$ cat config.mk
export PLATFORM = sky130hd
export DESIGN_NAME = pcmlf_div
export DESIGN_NICKNAME = d
export VERILOG_FILES = /design/src/rtl/pcm_liquid_fraction_update_macros.svh /design/src/rtl/pcmlf_div.sv
export SDC_FILE = /design/constraint.sdc
export NUM_CORES = 2
export LEC_CHECK = 0
export BUFFER_PORTS_ARGS = -buffer_cell sky130_fd_sc_hd__buf_4
export CORE_MARGIN = 2
export CORE_UTILIZATION = 35
export DETAILED_ROUTE_END_ITERATION = 7
export GPL_TIMING_DRIVEN = 0
export PLACE_DENSITY = 0.58
export SETUP_SLACK_MARGIN = 0.4
export SLEW_MARGIN = 0
export SYNTH_ARGS = -nofsm -noshare
export SYNTH_HDL_FRONTEND = slang
export SYNTH_SLANG_ARGS = --single-unit
$ cat constraint.sdc
create_clock -name clk -period 10.25 [get_ports clk]
set_clock_uncertainty 0.15 [all_clocks]
set_input_delay 2.05 -clock clk [delete_from_list [all_inputs] [get_ports clk]]
set_output_delay 2.05 -clock clk [all_outputs]
set_load 0.005 [all_outputs]
$ cat src/rtl/pcm_liquid_fraction_update_macros.svh
// assertion macros for the liquid fraction update block
`ifndef PCM_LIQUID_FRACTION_UPDATE_MACROS_SVH
`define PCM_LIQUID_FRACTION_UPDATE_MACROS_SVH

// condition implies expression in the same cycle
`define PCMLF_ASSERT_IMP(lbl, cond, expr) \
  lbl: assert property (@(posedge clk) disable iff (!rst_n) (cond) |-> (expr)) \
    else $error("pcmlf same-cycle check failed");

// condition implies expression in the next cycle
`define PCMLF_ASSERT_NXT(lbl, cond, expr) \
  lbl: assert property (@(posedge clk) disable iff (!rst_n) (cond) |=> (expr)) \
    else $error("pcmlf next-cycle check failed");

`endif

$ cat src/rtl/pcmlf_div.sv
// pipelined restoring divider, one quotient bit per stage, with a side tag
module pcmlf_div #(
  parameter int NW = 49,
  parameter int DW = 25,
  parameter int QW = 24,
  parameter int TW = 13
) (
  input  logic          clk,
  input  logic          rst_n,
  input  logic          en,
  input  logic          in_vld,
  input  logic [NW-1:0] in_num,
  input  logic [DW-1:0] in_den,
  input  logic [TW-1:0] in_tag,
  output logic          out_vld,
  output logic [QW-1:0] out_quo,
  output logic [TW-1:0] out_tag
);

  logic [QW-1:0] vld_r;
  logic [DW-1:0] rem_r  [0:QW-1];
  logic [QW-1:0] work_r [0:QW-1];
  logic [DW-1:0] den_r  [0:QW-1];
  logic [TW-1:0] tag_r  [0:QW-1];
  logic [DW-1:0] rem_nxt  [0:QW-1];
  logic [QW-1:0] work_nxt [0:QW-1];
  logic [DW-1:0] den_nxt  [0:QW-1];
  logic [TW-1:0] tag_nxt  [0:QW-1];

  for (genvar gs = 0; gs < QW; gs++) begin : g_stage
    logic [DW-1:0] rem_i;
    logic [QW-1:0] work_i;
    logic [DW:0]   rs;
    logic          ge;

    // stage source: ports for the first stage, previous stage otherwise
    if (gs == 0) begin : g_first
      assign rem_i        = DW'(in_num[NW-1:QW]);
      assign work_i       = in_num[QW-1:0];
      assign den_nxt[gs]  = in_den;
      assign tag_nxt[gs]  = in_tag;
    end else begin : g_next
      assign rem_i        = rem_r[gs-1];
      assign work_i       = work_r[gs-1];
      assign den_nxt[gs]  = den_r[gs-1];
      assign tag_nxt[gs]  = tag_r[gs-1];
    end

    // shift in one numerator bit, subtract when it fits
    always_comb begin
      rs = {rem_i, work_i[QW-1]};
      ge = rs >= {1'b0, den_nxt[gs]};
      rem_nxt[gs]  = ge ? DW'(rs - {1'b0, den_nxt[gs]}) : rs[DW-1:0];
      work_nxt[gs] = {work_i[QW-2:0], ge};
    end
  end

  // valid shift line
  always_ff @(posedge clk) begin
    if (!rst_n) begin
      vld_r <= '0;
    end else if (en) begin
      vld_r <= {vld_r[QW-2:0], in_vld};
    end
  end

  // stage payload
  always_ff @(posedge clk) begin
    if (en) begin
      for (int s = 0; s < QW; s++) begin
        rem_r[s]  <= rem_nxt[s];
        work_r[s] <= work_nxt[s];
        den_r[s]  <= den_nxt[s];
        tag_r[s]  <= tag_nxt[s];
      end
    end
  end

  assign out_vld = vld_r[QW-1];
  assign out_quo = work_r[QW-1];
  assign out_tag = tag_r[QW-1];

endmodule

## Word level (Yosys, flattened, before mapping)

Memories as Yosys holds them, arrays and structs flattened.
Cells that the tools add are included.

- Memories kept: 4
- Bits in latches: 0
- Output and inout port bits: 38
- Input port bits: 91
- Word-level logic and storage cells: 79
- Bits in writable memories: 2088
- ROM bits: 0
- Register bits after elaboration: 24

- Bitwise operators: 0
- Magnitude comparators: 24
- Shift operators: 0
- $mul: 0
- Mux-type cells: 26
- Equality and inequality tests: 0
- Divide/modulo/power cells: 0
- Reductions and logical operators: 0
- Add/subtract/negate cells: 24

Memory list:

| name | words | width | rd ports | clocked after memory_dff | wr ports | RTL line | source |
|---|---|---|---|---|---|---|---|
| den_r | 24 | 25 | 23 | 0 | 24 | pcmlf_div.sv:23 | `logic [DW-1:0] den_r [0:QW-1];` |
| rem_r | 24 | 25 | 23 | 0 | 24 | pcmlf_div.sv:21 | `logic [DW-1:0] rem_r [0:QW-1];` |
| work_r | 24 | 24 | 24 | 0 | 24 | pcmlf_div.sv:22 | `logic [QW-1:0] work_r [0:QW-1];` |
| tag_r | 24 | 13 | 24 | 0 | 24 | pcmlf_div.sv:24 | `logic [TW-1:0] tag_r [0:QW-1];` |

Operators by type and width:

| cell | number |
|---|---|
| 26-bit by 25-bit greater-or-equal comparator with 1-bit output | 24 |
| 25-bit two-way mux | 24 |
| 25-bit subtractor | 24 |
| 1-bit two-way mux | 2 |

## Depth between registers and ports, before layout

- Word-level depth: 2
- Depth in mapped cells: 17
- Mapped depth without buffers: 15

## Worst setup path before layout

Ideal clock, no wire load.

- Kind: input-to-reg
- From: input port in_num[23]
- To: memory rem_r[0][14] (data pin)
- Arrival: 4.949 ns
- Required time: 9.838 ns
- Slack: 4.889 ns
- Stages: 15
- Path through: inv_1 -> ha_1 -> inv_1 -> fa_1 -> a21o_1 -> a21oi_2 -> o21ai_2 -> a2111oi_2 -> o31ai_1 -> a211oi_2 -> o31ai_2 -> o221ai_2 -> o21ai_4 -> buf_6 -> mux2_1

RTL lines:

| element | RTL line | source |
|---|---|---|
| start: declaration | pcmlf_div.sv:12 | `input logic [NW-1:0] in_num,` |
| end: declaration | pcmlf_div.sv:21 |  |

==> impl_results.md <==
- Post-synth EDFFs: 2038
- DP Worst Slack: 4100 ps
- Leak: 43.3 nW
- CP endpoint kind: flip-flop
- Pin count of the biggest net entering global routing: 188
- Detailed Route WL: around 210 mm
- Final worst-path setup slack: 4690 ps
- Crit path required time: between 10000 and 15000 ps
- First-pass GRT wire length: 334 mm
- Antenna-violating nets left: 0
- Slew HR: 0.152
- Vias per inst: between 4 and 5
- Cell-internal power: roughly 0.022 W
- Fmax: 180 MHz
- Critical Path AT: 6070 ps
- Clk Tree Root Cell: clkbuf_16
- GRT Resource Usage Total: 0.147
- Chip width: 533 um
- Nets: 8570
- Switching part of the total power: 0.352
- First DRT Iteration DRCs: 4249
- # rows: 194
- Hold Buf Count CTS: 0
- Maxcap violations: 0
- Grt total ovfl: 0
- Post-DP Area: 104000 um2
- Reg clk slew, reported paths: 60 ps
- Setup bufs post-CTS: 0
- Utilization after layout: 0.400
- Port Buf Inserts: 128
- H-tree Lvls: 4
- Core Area: ~280000 um2
- Setup_tns: 0 ps
- Placed Cells: 11345
- I/O Pins: 129
- Post-CTS resize count: 0
- Mean post-synth cell area: between 10 and 15 um2
- Clk_lat worst skew: 890 ps
- Critical path class: flip-flop to flip-flop
- Slew Viols, Final: 0
- Final cell count without fillers: 11770
- Post-DP HPWL: 156 mm
- Max IR drop VDD: ~0.00015 V
- Initial antenna violation count: 3
- Clock tree buffer depth: 4
- NetSw: 0.0119 W
- Top_reg_cell synth: edfxtp_1
- Reg power frac: 0.375
- Die Area: 285000 um2
- Async S/R FF share, synth: 0
- Post-route cell area: about 110000 um2
- Initial Util: 0.351
- Yosys cell types: 101
- Syn nets: approximately 8200
- Combinational power share: 0.385
- CTS tree: done
- Hold/Removal Path Class: flip-flop to flip-flop
- Routability cong.: 0.922
- Final Hold Viols: 0
- Routed vias: 58662
- Number of global-route vias before repair: 58689
- Startpoint Class: flip-flop
- Area grow syn2layout: 13.7%
- Outcome: finished clean
- Ys Warns: 0
- Synth Cell Area: 98100 um2
- Fraction of layout cells with a size suffix above 1: 0.102
- Clock sink total: roughly 2100
- Worst-Margin Slew: 1270 ps
- Die Span Y: 533 um
- Final min period: 5560 ps
- Largest fanout on the critical path: 11
- CTS Buf Count: 233
- RSZ-0062 raised after global routing: no
- Cell count after synthesis: ~7500
- Final period util: 0.543
- Endpoints failing setup: 0
- DRC: 0
- Synth Register Bits: 2062
- Pwr Density: 304 nW/um2
- Clock power share: 0.240
- Avg WL per Cell: 18.3 um
- TritonRoute pass-1 iters: 6
- Register area share after synthesis: 0.629
layer usage:
layer / GRT usage / part of all wire / up-vias
li1: - / - / 28516
met1: 0.194 / 0.45 / 28457
met2: 0.245 / 0.47 / 1297
met3: 0.0230 / 0.046 / 392
met4: 0.0541 / 0.034 / 0
met5: 0 / 0 / -
worst max-delay path, stage by stage (launching register included):
cell and delay, ps:
edfxtp_1 350, inv_1 210, ha_1 230, inv_1 60, fa_1 430, a21o_1 190
a21oi_1 310, o21ai_0 230, a211oi_1 410, o21ai_1 170, nand2_1 130, o31ai_1 130
a31oi_1 380, clkbuf_1 630, clkbuf_1 990, nand2_1 170, o31ai_1 140
worst paths after layout:
path                                startpoint           end  slack (ps)  cells after the start
worst min register to register    tag_r[0][36]  tag_r[0][49]         240                      0
worst max-delay path            work_r[0][191]  rem_r[1][23]        4690                     16
worst min-delay path              tag_r[0][36]  tag_r[0][49]         240                      0
worst max register to register  work_r[0][191]  rem_r[1][23]        4690                     16
cell usage in the layout, fill, tap and decap left out, types with 24 or more instances in the layout:
master / synthesis / final
xnor2_1: 285 / 285
inv_1: 764 / 764
nand4_1: 94 / 94
clkbuf_16: 0 / 233
o21ai_0: 432 / 432
nand2_1: 460 / 460
o31ai_1: 60 / 60
dfxtp_1: 24 / 24
o21a_1: 88 / 88
ha_1: 600 / 600
clkinv_1: 0 / 50
nor2b_1: 94 / 94
edfxtp_1: 2038 / 2038
a31oi_1: 59 / 59
and3_1: 50 / 50
mux2i_1: 38 / 38
o21bai_1: 68 / 68
nor3_1: 83 / 83
nand3_1: 106 / 106
buf_4: 12 / 139
a21o_1: 241 / 241
clkbuf_1: 70 / 112
or3_1: 32 / 32
a21oi_1: 474 / 474
nand2b_1: 56 / 56
mux2_2: 209 / 209
buf_2: 35 / 35
a211oi_1: 55 / 55
xor2_1: 175 / 175
o211ai_1: 27 / 27
clkinv_2: 0 / 42
nor2_1: 363 / 363
power by group through the flow:
stage | Sequential [W] | Combinational (W) | Clock [W]
after global placement | 0.0131 | 0.0128 | 0
after detailed placement | 0.0129 | 0.0129 | 0
final | 0.0127 | 0.0131 | 0.00814
after CTS | 0.0127 | 0.0130 | 0.00850
after floorplan | 0.0124 | 0.00959 | 0
after global routing | 0.0129 | 0.0145 | 0.00881
cells by family (layout without fill, tap and decap cells):
family	after synthesis	after routing	share of synthesized area
mux	266	266	0.0307
fa+ha+maj	623	623	0.0812
compound gates	1717	1717	0.112
simple gates	1462	1462	0.0715
buf+inv	891	1453	0.0353
flops	2062	2062	0.629
xor+xnor	460	460	0.0411
other cells	0	3	0
registers in the layout, indices dropped and copies added, names as in the netlist:
register,flops
den_r,575
rem_r,575
tag_r,312
vld_r,24
work_r,576
synthesized netlist by cell type, types with 106 or more instances:
master	number	area (um2)
xnor2_1	285	2500
a21o_1	241	1810
a21oi_1	474	2370
nand3_1	106	531
o21ai_0	432	2160
inv_1	764	2870
nor2_1	363	1360
mux2_2	209	2350
ha_1	600	7510
xor2_1	175	1530
edfxtp_1	2038	61200
nand2_1	460	1730
stage by stage:
step                      hold WS [ps]  total power, W
after floorplan                    250          0.0219
after global placement             250          0.0259
after detailed placement           255          0.0258
after CTS                          236          0.0342
after global routing               252          0.0362
final                              243          0.0339
final cells by class:
class / count / area [um2]
Multi-Input combinational cell: 4528 / 33000
Buffer: 124 / 577
Inverter: 767 / 2880
Timing Repair Buffer: 140 / 1310
Tap cell: 3724 / 4660
Clock buffer: 275 / 5990
Antenna cell: 3 / 7.51
Sequential cell: 2062 / 61700
Clock inverter: 147 / 1490
Fill cell: 26104 / 168000
(Power assumes the default switching activity.)
